--- config.mk ---
export PLATFORM = sky130hd
export DESIGN_NAME = sync_framed_crc16_receiver_top
export DESIGN_NICKNAME = d
export VERILOG_FILES = /design/src/hdl/sfcrc_pkg.sv /design/src/hdl/sfcrc_out_buf.sv /design/src/hdl/sync_framed_crc16_receiver_top.sv
export SDC_FILE = /design/constraint.sdc
export NUM_CORES = 1
export LEC_CHECK = 0
export BUFFER_PORTS_ARGS = -buffer_cell sky130_fd_sc_hd__buf_2
export CAP_MARGIN = 25
export CORE_UTILIZATION = 44
export DETAILED_ROUTE_END_ITERATION = 7
export PLACE_DENSITY = 0.66
export SETUP_SLACK_MARGIN = 0.1
export SLEW_MARGIN = 20
export SYNTH_ARGS = -nofsm -noshare
export SYNTH_HDL_FRONTEND = slang
export SYNTH_SLANG_ARGS = --single-unit
--- constraint.sdc ---
create_clock -name clk_i -period 1.9 [get_ports clk_i]
set_input_delay 0.19 -clock clk_i [delete_from_list [all_inputs] [get_ports clk_i]]
set_output_delay 0.19 -clock clk_i [all_outputs]
set_load 0.005 [all_outputs]
--- src/hdl/sfcrc_pkg.sv ---
// Shared types, constants and the CRC-16-CCITT byte update for the sync-framed receiver.
// No dependencies; imported by every module of the block.
package sfcrc_pkg;

  localparam int MsgLen   = 16;
  localparam int PosW     = $clog2(MsgLen);
  localparam int IdxW     = 4;
  localparam int CfgIdxW  = 1;
  localparam int CfgDataW = 16;

  localparam logic [PosW-1:0] PosCrcLo = PosW'(MsgLen - 2);

  typedef enum logic [CfgIdxW-1:0] {
    CfgSyncWord = 1'b0,
    CfgCrcSeed  = 1'b1
  } cfg_reg_e;

  typedef enum logic {
    OpByte       = 1'b0,
    OpDisconnect = 1'b1
  } op_e;

  typedef struct packed {
    logic       op;
    logic [7:0] rx_byte;
  } in_word_t;

  typedef struct packed {
    logic [7:0]      data_byte;
    logic [IdxW-1:0] byte_index;
    logic            last;
    logic            crc_ok;
  } out_word_t;

  function automatic logic [15:0] crc_ccitt_byte(logic [15:0] crc, logic [7:0] b);
    logic [15:0] c;
    c = {crc[7:0], crc[15:8]} ^ {8'h00, b};
    c = c ^ {12'h000, c[7:4]};
    c = c ^ {c[3:0], 12'h000};
    c = c ^ {3'b000, c[7:0], 5'b00000};
    return c;
  endfunction

endpackage

--- src/hdl/sfcrc_out_buf.sv ---
// Output register with a skid stage for result words of the sync-framed receiver.
// Depends on sfcrc_pkg for the result word type.
module sfcrc_out_buf (
  input  logic                  clk_i,
  input  logic                  rst_ni,
  input  logic                  in_valid_i,
  output logic                  in_ready_o,
  input  sfcrc_pkg::out_word_t  in_data_i,
  output logic                  out_valid_o,
  input  logic                  out_ready_i,
  output sfcrc_pkg::out_word_t  out_data_o
);
  import sfcrc_pkg::*;

  logic      out_valid_q;
  logic      skid_valid_q;
  out_word_t out_q;
  out_word_t skid_q;

  assign in_ready_o  = !skid_valid_q;
  assign out_valid_o = out_valid_q;
  assign out_data_o  = out_q;

  always_ff @(posedge clk_i or negedge rst_ni) begin
    if (!rst_ni) begin
      out_valid_q  <= 1'b0;
      skid_valid_q <= 1'b0;
    end else if (out_ready_i || !out_valid_q) begin
      if (skid_valid_q) begin
        out_valid_q  <= 1'b1;
        skid_valid_q <= 1'b0;
      end else begin
        out_valid_q  <= in_valid_i;
      end
    end else if (in_valid_i && !skid_valid_q) begin
      skid_valid_q <= 1'b1;
    end
  end

  always_ff @(posedge clk_i) begin
    if (out_ready_i || !out_valid_q) begin
      out_q <= skid_valid_q ? skid_q : in_data_i;
    end else if (in_valid_i && !skid_valid_q) begin
      skid_q <= in_data_i;
    end
  end

endmodule

--- src/hdl/sync_framed_crc16_receiver_top.sv ---
// Top level of the sync-framed receiver with CRC-16-CCITT check.
// Depends on sfcrc_pkg and sfcrc_out_buf.
//
// Usage: input words carry a received UART byte or a link disconnect event.
// While idle, every byte except the sync word is dropped; the sync word opens
// a frame. The next MsgLen bytes each leave as one result word with their
// position; the final one has last set and crc_ok telling whether the CRC over
// the first MsgLen-2 bytes matches the little-endian CRC in the last two.
// A disconnect drops any partial frame and produces no word.
// Throughput: one input word per cycle while input ready is high; the CRC
// byte update is combinational between the frame state registers. A result
// word is registered in the output register, or in the skid stage on a stall.
// The output register and a one-word skid stage keep input ready high while a
// single result waits; input ready falls only once both are full, and rises
// again the cycle after the receiver takes a word.
// Configuration (sync word, CRC seed) is written through cfg_we_i at any edge;
// a new seed applies from the next frame start.
// Reset: idle, sync word 0x00, seed 0xFFFF, no pending result.
module sync_framed_crc16_receiver_top (
  input  logic                            clk_i,
  input  logic                            rst_ni,
  input  logic                            in_valid_i,
  output logic                            in_ready_o,
  input  sfcrc_pkg::in_word_t             in_data_i,
  output logic                            out_valid_o,
  input  logic                            out_ready_i,
  output sfcrc_pkg::out_word_t            out_data_o,
  input  logic                            cfg_we_i,
  input  logic [sfcrc_pkg::CfgIdxW-1:0]   cfg_idx_i,
  input  logic [sfcrc_pkg::CfgDataW-1:0]  cfg_wdata_i
);
  import sfcrc_pkg::*;

  logic [7:0]      sync_q;
  logic [15:0]     seed_q;
  logic            receiving_q, receiving_d;
  logic [PosW-1:0] pos_q, pos_d;
  logic [15:0]     crc_q, crc_d;
  logic [7:0]      crc_lo_q, crc_lo_d;

  logic            accept;
  logic            res_valid;
  out_word_t       res;

  assign accept = in_valid_i && in_ready_o;

  always_ff @(posedge clk_i or negedge rst_ni) begin
    if (!rst_ni) begin
      sync_q <= 8'h00;
      seed_q <= 16'hFFFF;
    end else if (cfg_we_i) begin
      case (cfg_idx_i)
        CfgSyncWord: sync_q <= cfg_wdata_i[7:0];
        CfgCrcSeed:  seed_q <= cfg_wdata_i;
        default: ;
      endcase
    end
  end

  always_comb begin
    receiving_d = receiving_q;
    pos_d       = pos_q;
    crc_d       = crc_q;
    crc_lo_d    = crc_lo_q;
    res_valid   = 1'b0;
    res.data_byte  = in_data_i.rx_byte;
    res.byte_index = IdxW'(pos_q);
    res.last       = 1'b0;
    res.crc_ok     = 1'b0;
    if (in_data_i.op == OpDisconnect) begin
      receiving_d = 1'b0;
    end else if (!receiving_q) begin
      if (in_data_i.rx_byte == sync_q) begin
        receiving_d = 1'b1;
        pos_d       = '0;
        crc_d       = seed_q;
      end
    end else begin
      res_valid = 1'b1;
      pos_d     = pos_q + 1'b1;
      if (pos_q < PosCrcLo) begin
        crc_d = crc_ccitt_byte(crc_q, in_data_i.rx_byte);
      end else if (pos_q == PosCrcLo) begin
        crc_lo_d = in_data_i.rx_byte;
      end else begin
        res.last    = 1'b1;
        res.crc_ok  = ({in_data_i.rx_byte, crc_lo_q} == crc_q);
        receiving_d = 1'b0;
        pos_d       = '0;
      end
    end
  end

  always_ff @(posedge clk_i or negedge rst_ni) begin
    if (!rst_ni) begin
      receiving_q <= 1'b0;
      pos_q       <= '0;
      crc_q       <= 16'hFFFF;
      crc_lo_q    <= 8'h00;
    end else if (accept) begin
      receiving_q <= receiving_d;
      pos_q       <= pos_d;
      crc_q       <= crc_d;
      crc_lo_q    <= crc_lo_d;
    end
  end

  sfcrc_out_buf u_out_buf (
    .clk_i       (clk_i),
    .rst_ni      (rst_ni),
    .in_valid_i  (accept && res_valid),
    .in_ready_o  (in_ready_o),
    .in_data_i   (res),
    .out_valid_o (out_valid_o),
    .out_ready_i (out_ready_i),
    .out_data_o  (out_data_o)
  );

endmodule

# --- Word-level counts from Yosys, hierarchy flattened ---
# Index checks and enable logic that the tools add are counted.
totals:
  ff_bits: 83
  input_bits: 31
  out_inout_bits: 16
  elab_cells: 66
classes:
  n_addsub: 1
  n_lt_le_gt_ge: 1
  eq_ne: 4
  mux: 22
  n_bitwise: 8
  n_reduce_logical: 14
op_table:
  columns: ["operator", "n"]
  rows:
  - ["2-to-1 mux 16 bit", 3]
  - ["equality test 16 bit", 1]
  - ["2-to-1 mux 4 bit", 4]
  - ["XOR 16 x 13 -> 16 bit", 1]
  - ["XOR 16 bit", 1]
  - ["XOR 16 x 4 -> 16 bit", 1]
  - ["XOR 16 x 8 -> 16 bit", 1]
  - ["2-to-1 mux 14 bit", 1]
  - ["2-to-1 mux 1 bit", 10]
  - ["equality test 8 bit", 1]
  - ["2-to-1 mux 2 bit", 4]
  - ["AND reduction 2 bit", 3]
  - ["AND reduction 5 bit", 1]
  - ["adder 4 x 1 -> 4 bit, second input constant", 1]
  - ["equality test 4 bit, second input constant", 1]
  - ["less-than comparator 4 bit, second input constant", 1]
  - ["inverter 1 bit", 4]
  - ["AND reduction 4 bit", 1]
  - ["nonzero test 2 bit", 2]
  - ["logical AND 1 bit", 3]
  - ["AND reduction 3 bit", 1]
  - ["zero test 1 bit", 2]
  - ["inequality test 2 x 1 -> 1 bit, second input constant", 1]
  - ["logical OR 1 bit", 1]

# --- Depth between registers and ports, before layout ---
# Gate-level depths: netlist of run 1.
depth:
  word_depth: 6
  depth_mapped: 7
  mapped_depth_nobuf: 5

# --- By module ---
# A second synthesis of run 1 with hierarchy kept.
hier_totals:
  hier_cells: 298
  area_unflattened_um2: 4033.9
by_module_without_submodules:
  columns: ["module", "instances", "cells_per_inst", "area_per_inst_um2", "seq_area_each_um2"]
  rows:
  - ["sync_framed_crc16_receiver_top", 1, 246, 2899.0, 1366.3]
  - ["sfcrc_out_buf", 1, 52, 1134.8, 890.9]

# --- Least setup slack after synthesis of run 1 ---
# No wires, ideal clock.
synth_path:
  kind: "register -> register"
  start: "register u_out_buf.skid_valid_q"
  end: "register u_out_buf.skid_q[0] (netlist bit) (enable)"
  setup_time_ns: 0.384
  arrival_ns: 1.590
  t_required_ns: 1.516
  path_slack_ns: -0.074
  path_stages_with_launch: 5
  path_buffers: 1
  synth_period_minus_slack_ns: 1.974
  path_cell_list: "dfrtp_1 > buf_6 > nand2b_1 > or2_2 > nor2_1"
synth_via:
  elab_chain_len: 5
synth_rtl:
  columns: ["element", "line_no", "text"]
  rows:
  - ["from (decl)", "sfcrc_out_buf.sv:16", "logic skid_valid_q;"]
  - ["from (signal assigned)", "sfcrc_out_buf.sv:27", "skid_valid_q <= 1'b0;"]
  - ["from (signal assigned)", "sfcrc_out_buf.sv:31", "skid_valid_q <= 1'b0;"]
  - ["from (signal assigned)", "sfcrc_out_buf.sv:36", "skid_valid_q <= 1'b1;"]
  - ["zero test 1 bit *", "sfcrc_out_buf.sv:20, sfcrc_out_buf.sv:43", null]
  - ["logical AND 1 bit", "sync_framed_crc16_receiver_top.sv:45", "assign accept = in_valid_i && in_ready_o;"]
  - ["logical AND 1 bit", "sync_framed_crc16_receiver_top.sv:111", ".in_valid_i (accept && res_valid),"]
  - ["logical AND 1 bit *", "sfcrc_out_buf.sv:43", "end else if (in_valid_i && !skid_valid_q) begin"]
  - ["AND reduction 2 bit (no line) *", null, null]
  - ["to (signal assigned)", "sfcrc_out_buf.sv:44", "skid_q <= in_data_i;"]
  - ["to (decl)", "sfcrc_out_buf.sv:18", "out_word_t skid_q;"]
# Mark *: on every way between the ends. The rest lies on a longest branch, timed or not.
# A chain may end at the register's enable or synchronous reset.

==> results of run 1 <==
-- synthesized netlist by cell type, drive strengths merged (3+ instances only) --
library cell	count	share of area [%]
xor2	11	2.9
clkbuf	5	0.49
buf	3	0.87
dfrtp	23	15
edfxtp	28	22
inv	4	0.39
nand2b	3	0.49
o21ai	4	0.52
xnor2	29	6.6
a21oi	9	1.2
nor2	12	1.2
nand4	3	0.49
mux2	67	20
nor3	6	0.91
dfstp	32	22
nand2	12	1.2
-- layout make-up --
type	count	area, um^2	area share, %
clock buffer	9	124	2.67
clock inverter	7	53.8	1.16
inverter	4	15.0	0.324
multi-input combinational	174	1650	35.6
sequential	83	2260	48.7
tap	105	131	2.83
timing repair buffer	67	407	8.77
-- state kept, by name, indices dropped and copies added, names as in the netlist --
register	cells
crc_q	16
seed_q	16
u_out_buf.out_data_o	14
u_out_buf.skid_q	14
crc_lo_q	8
sync_q	8
pos_q	4
receiving_q	1
u_out_buf.out_valid_o	1
u_out_buf.skid_valid_q	1
-- cell families after synthesis --
kind of cell / after synthesis
AOI/OAI and AO/OA: 18
xor gates and xnor gates: 40
adders and majority gates: 2
buffers and inverters: 12
DFF: 83
muxes: 69
and+or+nand+nor: 44
-- path summary, 6_finish.rpt --
check                           startpoint                      end  slack, ns
max                              crc_q[14]  u_out_buf.out_data_o[0]       0.13
min                        cfg_wdata_i[13]               seed_q[13]       0.06
max reg2reg                      crc_q[14]  u_out_buf.out_data_o[0]       0.13
min reg2reg                       crc_q[7]                 crc_q[7]       0.51
max in group asynchronous           rst_ni                 pos_q[2]       0.88
min in group asynchronous           rst_ni              crc_lo_q[2]       0.50
-- per-stage QoR --
stage	instance area, um^2	std cells	setup WS [ns]	hold slack [ns]	power, mW
2_1_floorplan	3890	268	0.119	-0.106	2.72
3_3_place_gp	4350	429	0.105	0.374	2.97
3_5_place_dp	4350	429	0.124	0.368	2.98
4_1_cts	4540	446	0.110	0.0455	4.14
5_1_grt	4640	449	0.0513	0.0557	4.37
6_report	4640	449	0.126	0.0607	4.15
-- worst register-to-register path: cells and delay by family (launching register included) --
kind	cells	cell delay (ns)
DFF	1	0.55
muxes	1	0.17
and+or+nand+nor	3	0.69
xor gates and xnor gates	1	0.24
-- per-layer routing --
metal	wire (um)	global-route usage, %	share of wire, %	up-vias
li1	-	-	-	1092
met2	3630	28.7	46	57
met4	120	8.21	1.5	0
met1	3790	26.1	48	1128
met3	329	2.69	4.2	8
met5	0	0	0	-
-- power breakdown --
part,switching (mW),internal (mW)
logic,0.358,0.435
clock network,0.667,0.480
registers,0.123,2.09
total,1.15,3.00
-- repair_timing --
item,in CTS,in global routing
endpoints found under the hold margin,23,0
setup endpoints to repair,1,24
gates cloned,0,1
hold buffers,1,0
resized for setup,1,11
pin swaps,0,5
buffers inserted,0,2
==> metrics.csv, run 1 <==
stage,metric,value,unit
job,Max-Cap Viols,0,
clock_tree,clk root buf,clkbuf_8,
setup_path,Crit-path slowest cell,dfstp_2,
final_layout,share of post-route cells with drive strength above 1,58.1,%
global_route,"Remaining Overflow, GRT",0,
routing,routed len/inst,17.5,um
global_route,vias in the first global route,2341,
die,chip width,95.8,um
sta,max-slew violations,0,
final_layout,Layout Nets,372,
worst_hold_path,Worst Hold Depth,2,
synth,Syn Nets,301,
setup_path,critical path required time,2.13,ns
sta,Fmax,0.564,GHz
clock_tree,CTS Buffer Depth,2,
die,die height,95.8,um
global_route,initial antenna violation count,0,
die,initial core utilization,46.2,%
clock_tree,CTS tree,built,
sta,Fin Clk Skew,0.00881,ns
clock_tree,clock input transition at the sequential cells of the worst setup and hold paths,0.09,ns
synth,Adder-Cell Fraction of Synth Area,0.647,%
die,Core ar.,0.00838,mm^2
final_layout,# diodes,0,
routing,Iteration-0 DRC Markers,66,
sta,Final Hold Fails,0,
synth,Synth async-reset ratio,66.3,%
synth,Post-Syn Area,0.00387,mm^2
synth,Yosys reg bits,83,
synth,YS warnings,0,
final_layout,Fillers,701,
sta,Setup-failing EPs final,0,
pwr,P per Cell Area,895,mW/mm^2
clock_tree,Worst-Skew Late Latency,0.35,ns
synth,main combinational cell family by area after synthesis,multiplexers,
synth,Post-Synth XOR/XNOR Area,9.44,%
setup_path,CP cell instances,"xnor2_1, nand4_1, or3_4, nor3_4, mux2_2",
sta,Slew HR,52.4,%
global_route,gr usage total,18.6,%
die,die area,0.00917,mm^2
setup_path,R2R depth,5,
sta,Fin Setup TNS,0,ns
pwr,Worst VDD drop,0.000426,V
sta,measured slew at the worst slew-check pin,0.714,ns
synth,Avg Inst Size Synth,14.4,um^2
outcome,outcome,"finished, final reports clean",
setup_path,Worst Setup Start Kind,register,
setup_path,cell family with most CP delay,simple AND/OR/NAND/NOR gates,
synth,Compound-Gate Fraction of Synth Area,3.10,%
routing,WL final,7870,um
place,PortBufs,46,
synth,Post-synth EDFFs,28,
setup_path,WP buf/inv,0,
synth,Synth cell types,34,
sta,final worst path period share,93.3,%
synth,Synth Area in Simple Gates,5.82,%
final_layout,fin util,55.3,%
clock_tree,clock sinks,83,
global_route,pin count of the biggest net entering global routing,56,
setup_path,CP Capture Type,register,
final_layout,"commonest non-fill, non-tap cells in the layout","mux2_2 (58), buf_2 (46), dfstp_2 (32)",
synth,Post-Syn Instances,268,
synth,mux cell area share after synthesis,20.9,%
place,Final GP Congestion,0.789,
final_layout,"most common cell after layout, fill and taps aside",mux2_2,
pwr,Leak,1.94,nW
setup_path,"Max FO, Critical Path",3,
final_layout,Area Growth Syn to Fin,19.9,%
setup_path,worst endpoint data arrival time,2.00,ns
routing,vias per std cell,5.09,
die,io pins,47,
routing,Vias,2285,
clock_tree,TritonCTS buffer count,9,
synth,"Seq/Total Area, Yosys",58.3,%
routing,Residual DRC,0,
sta,RSZ-0062 raised after global routing,yes,
synth,Synth Flop Type,dfstp_2,
routing,DR pass1 iterations,4,
setup_path,number of cells on the critical path,5,
routing,number of routed nets with antenna violations,0,
clock_tree,H-Tree Depth,3,
setup_path,Crit path largest cell delay,0.55,ns
global_route,first-pass GRT wire length,12200,um
worst_hold_path,worst min path class,input port to register,
place,hpwl dp,5400,um
die,Rows,33,
setup_path,Setup CP Type,register to register,
sta,post-route minimum period,1.77,ns
(Power assumes the default switching activity.)
==> run 2, diff against run 1 <==
--- a/config.mk
+++ b/config.mk
@@ -10,6 +10,7 @@
 export CORE_UTILIZATION = 44
 export DETAILED_ROUTE_END_ITERATION = 7
 export PLACE_DENSITY = 0.66
+export RECOVER_POWER = 50
 export SETUP_SLACK_MARGIN = 0.1
 export SLEW_MARGIN = 20
 export SYNTH_ARGS = -nofsm -noshare
==> run 2 against run 1 <==
Compared with the run above:
- sequential share of layout area increased by 0.37 points
- routed wire length fell by 0.50%
- global-route usage unchanged
- clock power barely moved
- combinational power is 1% lower
- total power decreased by 0.41%
- cell count unchanged
- clock skew barely moved
- count of clock-buffer cells in the layout unchanged
- critical endpoint unchanged
- largest cell class unchanged
==> metrics.csv, run 2 (synthesized netlist as in run 1, its figures left out) <==
stage,metric,value,unit,change
die,die area,0.00917,mm^2,unchanged
routing,Iteration-0 DRC Markers,64,,-3.0%
setup_path,"Max FO, Critical Path",3,,unchanged
pwr,combinational share of power,18.9,%,-0.2 points
worst_hold_path,worst min path class,input port to register,,
place,hpwl dp,5400,um,unchanged
place,PortBufs,46,,unchanged
final_layout,# diodes,0,,unchanged
setup_path,CP Capture Type,register,,
routing,WL final,7830,um,-0.50%
pwr,sw power,1.14,mW,-0.23%
global_route,first-pass GRT wire length,12200,um,unchanged
final_layout,"most common cell after layout, fill and taps aside",mux2_2,,
die,initial core utilization,46.2,%,unchanged
sta,max-slew violations,0,,unchanged
final_layout,share of post-route cells with drive strength above 1,51.7,%,-6.4 points
worst_hold_path,Worst Hold Depth,2,,unchanged
final_layout,"commonest non-fill, non-tap cells in the layout","mux2_2 (58), buf_2 (33), dfstp_2 (28), edfxtp_1 (28), xnor2_1 (26)",,
pwr,Leak,1.88,nW,-3.2%
setup_path,worst endpoint data arrival time,2.01,ns,about the same
sta,Fin Setup TNS,0,ns,unchanged
job,Max-Cap Viols,0,,unchanged
die,chip width,95.8,um,unchanged
routing,Residual DRC,0,,unchanged
routing,routed len/inst,17.4,um,-0.50%
clock_tree,TritonCTS buffer count,9,,unchanged
clock_tree,clock sinks,83,,unchanged
routing,vias per std cell,5.04,,-0.96%
clock_tree,clock input transition at the sequential cells of the worst setup and hold paths,0.09,ns,about the same
pwr,P per Cell Area,898,mW/mm^2,+0.35%
final_layout,Area Growth Syn to Fin,19.0,%,
global_route,gr usage total,18.6,%,unchanged
final_layout,Fillers,718,,+2.4%
setup_path,Setup CP Type,register to register,,
sta,measured slew at the worst slew-check pin,0.703,ns,-0.0113 ns
final_layout,FF/Latch Area,0.00226,mm^2,unchanged
clock_tree,clk root buf,clkbuf_8,,
pwr,Sw Share,27.7,%,+0.049 points
place,placed inst area,0.00435,mm^2,unchanged
sta,Slew HR,53.2,%,+0.75 points
final_layout,Layout Nets,372,,unchanged
setup_path,critical path required time,2.13,ns,about the same
place,Final GP Congestion,0.789,,unchanged
sta,Fin Clk Skew,0.00873,ns,-0.0000807 ns
sta,Fmax,0.563,GHz,about the same
routing,number of routed nets with antenna violations,0,,unchanged
global_route,vias in the first global route,2341,,unchanged
pwr,Worst VDD drop,0.000423,V,-0.66%
sta,post-route minimum period,1.77,ns,+0.00125 ns
pwr,internal power,2.99,mW,-0.48%
final_layout,design area,0.00460,mm^2,-0.76%
final_layout,Largest regs,"crc_q x16, seed_q x16",,
sta,Setup-failing EPs final,0,,unchanged
sta,RSZ-0062 raised after global routing,yes,,
sta,final worst path period share,93.4,%,about the same
clock_tree,H-Tree Depth,3,,unchanged
clock_tree,CTS tree,built,,
global_route,initial antenna violation count,0,,unchanged
final_layout,multi-input logic area,0.00165,mm^2,unchanged
die,Rows,33,,unchanged
clock_tree,Worst-Skew Late Latency,0.35,ns,about the same
global_route,pin count of the biggest net entering global routing,56,,unchanged
setup_path,R2R depth,5,,unchanged
die,Core ar.,0.00838,mm^2,unchanged
sta,Final Hold Fails,0,,unchanged
outcome,outcome,"finished, final reports clean",,
die,die height,95.8,um,unchanged
global_route,"Remaining Overflow, GRT",0,,unchanged
routing,DR pass1 iterations,4,,unchanged
die,io pins,47,,unchanged
pwr,Clk pwr share,27.7,%,about the same
setup_path,Worst Setup Start Kind,register,,
pwr,Reg power frac,53.4,%,about the same
clock_tree,CTS Buffer Depth,2,,unchanged
pwr,total power,4.13,mW,-0.41%
routing,Vias,2263,,-0.96%
-- run 2: worst max-delay path, stage by stage, from the launching register on --
cell and delay (ns):
dfstp_2 0.55, xnor2_1 0.24, nand4_1 0.15, or3_4 0.39, nor3_4 0.14, mux2_2 0.17
-- run 2: area by class of cell --
type                       count  area share (%)
timing repair buffer          67            8.07
tap                          105            2.85
sequential                    83            49.1
inverter                       4           0.326
clock buffer                   9            2.69
multi-input combinational    174            35.8
clock inverter                 7            1.17
-- run 2: worst paths after layout --
check / slack, ns / startpoint / to
worst max register to register: 0.13 / crc_q[14] / u_out_buf.out_data_o[0]
worst min register to register: 0.51 / crc_q[7] / crc_q[7]
min in group asynchronous: 0.50 / rst_ni / crc_lo_q[5]
max in group asynchronous: 0.90 / rst_ni / pos_q[2]
worst max-delay path: 0.13 / crc_q[14] / u_out_buf.out_data_o[0]
worst min-delay path: 0.06 / cfg_wdata_i[13] / seed_q[13]
-- run 2: repair_timing --
action,CTS,global route
setup endpoints to repair,1,24
buffers inserted,0,2
hold buffers,1,0
endpoints found under the hold margin,23,0
pin swaps,0,5
cloned,0,1
gates resized for setup,1,11
-- run 2: per-stage QoR --
stage | util (%) | setup WS (ns) | std cells | hold WS (ns)
2_1_floorplan | - | 0.119 | 268 | -0.106
3_3_place_gp | 51.9 | 0.105 | 429 | 0.374
3_5_place_dp | 51.9 | 0.124 | 429 | 0.368
4_1_cts | 54.2 | 0.110 | 446 | 0.0455
5_1_grt | 54.9 | 0.0513 | 449 | 0.0557
6_report | 54.9 | 0.125 | 449 | 0.0609
-- run 2: layer usage --
layer	part of all wire, %	vias up	global-route usage [%]
li1	-	1091	-
met1	49	1110	26.1
met2	46	54	28.7
met3	3.8	8	2.69
met4	1.5	0	8.21
met5	0	-	0
-- run 2: power by group through the flow --
stage	clock network [mW]	logic (mW)	registers, mW
2_1_floorplan	0	0.506	2.21
4_1_cts	1.18	0.755	2.21
5_1_grt	1.27	0.851	2.23
3_5_place_dp	0	0.746	2.24
3_3_place_gp	0	0.736	2.23
6_report	1.14	0.783	2.21
==> run 3, diff against run 2 <==
--- a/config.mk
+++ b/config.mk
@@ -5,11 +5,12 @@
 export SDC_FILE = /design/constraint.sdc
 export NUM_CORES = 1
 export LEC_CHECK = 0
+export ABC_AREA = 1
 export BUFFER_PORTS_ARGS = -buffer_cell sky130_fd_sc_hd__buf_2
 export CAP_MARGIN = 25
 export CORE_UTILIZATION = 44
 export DETAILED_ROUTE_END_ITERATION = 7
-export PLACE_DENSITY = 0.66
+export PLACE_DENSITY = 0.65
 export RECOVER_POWER = 50
 export SETUP_SLACK_MARGIN = 0.1
 export SLEW_MARGIN = 20
==> run 3 against run 2 <==
Compared with the run above:
- combinational power up 1%
- register-to-register slack better by 0.18 ns
- critical path depth up 2
- synthesized cell count up 77%
- synthesized area up 6.1%
- sequential share of layout area down 0.37 points
- non-clock buffer count down 11
- core utilization down 2.8 points
- routed wire length up 15%
- die area up 5.9%
- clock skew down 0.00070 ns
- via count up 43%
- critical path type unchanged
==> metrics.csv, run 3 <==
stage,metric,value,unit,change
routing,highest metal used,met4,,
final_layout,"most common cell after layout, fill and taps aside",nand2_1,,
synth,Synth async-reset ratio,66.3,%,unchanged
setup_path,WP buf/inv,1,,+1
setup_path,critical path required time,2.14,ns,about the same
pwr,Leak,2.15,nW,+15%
setup_path,R2R setup slack,0.31,ns,+0.18 ns
setup_path,worst endpoint data arrival time,1.83,ns,-0.18 ns
worst_hold_path,Worst Min Path Start,cfg_wdata_i[8],,
sta,Slew HR,16.4,%,-37 points
sta,post-route minimum period,1.59,ns,-0.181 ns
clock_tree,Setup Buffers After CTS,0,,unchanged
setup_path,CP Capture Type,register,,
clock_tree,Worst-Skew Late Latency,0.36,ns,about the same
synth,dominant cells by area after synthesis,"dfstp_2 (20%), edfxtp_1 (20%), nand2_1 (18%)",,
final_layout,"commonest non-fill, non-tap cells in the layout","nand2_1 (194), o21ai_0 (46), inv_1 (42)",,
place,PortBufs,46,,unchanged
setup_path,reg2reg end,u_out_buf.out_data_o[0],,
die,Core ar.,0.00889,mm^2,+6.1%
routing,routed len/inst,14.1,um,-19%
final_layout,Largest regs,"crc_q x16, seed_q x16",,
global_route,vias in the first global route,2984,,+27%
setup_path,CP cell instances,"inv_1, ha_1, nand3_1, nand3_1, nor2_1, nand4_1, nand2_1",,
sta,RSZ-0062 raised after global routing,no,,
setup_path,most frequent CP cell,nand3_1,,
synth,Synth cell types,29,,-15%
synth,Post-Syn Area,0.00410,mm^2,+6.1%
synth,Synth Flop Type,dfstp_2,,
worst_hold_path,worst min path class,input port to register,,
place,placed insts,623,,+45%
job,Max-Cap Viols,0,,unchanged
worst_hold_path,Worst Hold Depth,2,,unchanged
global_route,initial antenna violation count,0,,unchanged
setup_path,R2R depth,7,,+2
synth,Post-synth EDFFs,28,,unchanged
sta,final worst path period share,83.9,%,-9.5 points
routing,WL met3,403,um,+35%
setup_path,Setup CP Type,register to register,,
global_route,"Remaining Overflow, GRT",0,,unchanged
routing,vias per std cell,5.07,,+0.57%
sta,Setup-failing EPs final,0,,unchanged
final_layout,# diodes,0,,unchanged
synth,Post-Syn Instances,475,,+77%
die,io pins,47,,unchanged
synth,post-synth top area share,20.5,%,-1.2 points
place,Final GP Congestion,0.831,,+5.3%
final_layout,Layout Nets,560,,+51%
die,initial core utilization,46.2,%,about the same
global_route,gr usage total,20.2,%,+1.7 points
clock_tree,clock sinks,83,,unchanged
clock_tree,CTS tree,built,,
global_route,first-pass GRT wire length,15000,um,+23%
sta,Fin Clk Skew,0.00803,ns,-0.000701 ns
synth,Yosys reg bits,83,,unchanged
setup_path,Crit-path slowest cell,dfrtp_1,,
worst_hold_path,Hold Path Sink,seed_q[8],,
synth,Syn Nets,508,,+69%
routing,WL met2,4110,um,+14%
synth,synth cell count leaders,"nand2_1 (194), o21ai_0 (46), inv_1 (42), nand3_1 (35), dfstp_2 (32)",,
synth,top-count cell post-synth,nand2_1,,
setup_path,"Max FO, Critical Path",6,,+3
final_layout,Area Growth Syn to Fin,13.0,%,
routing,DR pass1 iterations,5,,+1
synth,"Seq/Total Area, Yosys",55.0,%,-3.3 points
pwr,Worst VDD drop,0.000396,V,-6.4%
clock_tree,H-Tree Depth,3,,unchanged
routing,Post-Route M1 WL,4360,um,+14%
synth,Yosys top cell by area,dfstp_2,,
die,die area,0.00972,mm^2,+5.9%
sta,Fin Setup TNS,0,ns,unchanged
final_layout,fin cells,640,,+43%
setup_path,Crit path largest cell delay,0.39,ns,-0.16 ns
clock_tree,CTS Buffer Depth,2,,unchanged
final_layout,share of post-route cells with drive strength above 1,20.5,%,-31 points
die,chip width,98.6,um,+2.9%
clock_tree,clk root buf,clkbuf_8,,
die,Rows,34,,+3.0%
routing,Residual DRC,0,,unchanged
routing,WL final,9010,um,+15%
clock_tree,TritonCTS buffer count,9,,unchanged
routing,Iteration-0 DRC Markers,187,,+190%
sta,max-slew violations,0,,unchanged
routing,Vias,3244,,+43%
outcome,outcome,"finished, final reports clean",,
die,die height,98.6,um,+2.9%
synth,Avg Inst Size Synth,8.64,um^2,-40%
setup_path,Worst Setup Start Kind,register,,
synth,YS warnings,0,,unchanged
final_layout,Fillers,819,,+14%
pwr,P per Cell Area,947,mW/mm^2,+5.4%
routing,number of routed nets with antenna violations,0,,unchanged
global_route,pin count of the biggest net entering global routing,56,,unchanged
setup_path,cell family with most CP delay,simple AND/OR/NAND/NOR gates,,
setup_path,Reg2Reg Launch Point,pos_q[0],,
sta,Fmax,0.628,GHz,+11%
place,hpwl dp,6680,um,+24%
sta,Final Hold Fails,0,,unchanged
sta,measured slew at the worst slew-check pin,1.25,ns,+0.552 ns
clock_tree,clock input transition at the sequential cells of the worst setup and hold paths,0.09,ns,about the same
run 3: changes by cell type after synthesis, sizes merged, moves of 5 or more:
| cell | delta |
|---|---|
| o21ai | +42 |
| nand2 | +186 |
| xnor2 | -16 |
| inv | +40 |
| buf | +6 |
| a21oi | -5 |
| nand3 | +36 |
| xor2 | -7 |
| mux2 | -60 |
| nor3 | -6 |
run 3: cells by family (layout without fill, tap and decap cells):
| logic type | count (synthesis) | after routing | synth area share [%] |
|---|---|---|---|
| compound gates | 53 | 53 | 6.62 |
| mux | 8 | 8 | 2.16 |
| xor+xnor | 17 | 17 | 3.63 |
| fa+ha+maj | 2 | 2 | 0.610 |
| buf+inv | 59 | 116 | 6.10 |
| flops | 83 | 83 | 55.0 |
| simple gates | 253 | 253 | 25.9 |
run 3: layout make-up:
cell class,instances,area (um^2),area share [%]
timing repair buffer,56,287,6.18
clock buffer,9,124,2.67
tap,108,135,2.91
inverter,44,165,3.56
clock inverter,7,68.8,1.48
multi-input combinational,333,1600,34.5
sequential,83,2260,48.7
run 3: how the worst max path moves through the flow:
stage | cells after the start | slack (ns) | from | endpoint
after floorplan | 6 | 0.29 | u_out_buf.skid_valid_q | u_out_buf.skid_q[0]
final | 7 | 0.31 | pos_q[0] | u_out_buf.out_data_o[0]
after CTS | 7 | 0.31 | pos_q[0] | u_out_buf.out_data_o[0]
after global routing | 3 | 0.12 | rst_ni | crc_lo_q[7]
after global placement | 7 | 0.37 | pos_q[0] | u_out_buf.out_data_o[0]
after detailed placement | 7 | 0.34 | pos_q[0] | u_out_buf.out_data_o[0]
run 3: per-stage QoR:
step	total power, mW	worst slack, ns	utilization, %	instance area [um^2]	hold WS (ns)
global route	4.64	0.121	52.1	4640	0.0502
finish	4.39	0.307	52.1	4640	0.0621
global placement	3.15	0.367	50.2	4470	0.211
floorplan	2.87	0.285	-	4110	-0.106
CTS	4.43	0.313	52.5	4670	0.0504
detailed placement	3.18	0.340	50.2	4470	0.212
run 3: timing repair:
action,in CTS,in global routing
gates resized for setup,0,0
hold endpoints to repair,23,0
setup endpoints to repair,0,0
hold buffers,1,0
run 3: metal layers:
layer  up-vias  global-route usage (%)
li1       1628                       -
met1      1513                    28.5
met2        91                    31.2
met3        12                    4.26
met4         0                    6.89
met5         -                       0
run 3: where the power goes:
part	total [mW]	internal (mW)	switching, mW
clock network	1.25	0.600	0.650
registers	2.34	2.16	0.189
logic	0.794	0.313	0.481
run 3: worst register-to-register path: cells and delay by family, from the launching register on:
family,cells,cell delay [ns]
and+or+nand+nor,5,0.71
DFF,1,0.39
adders and majority gates,1,0.24
buffers and inverters,1,0.13
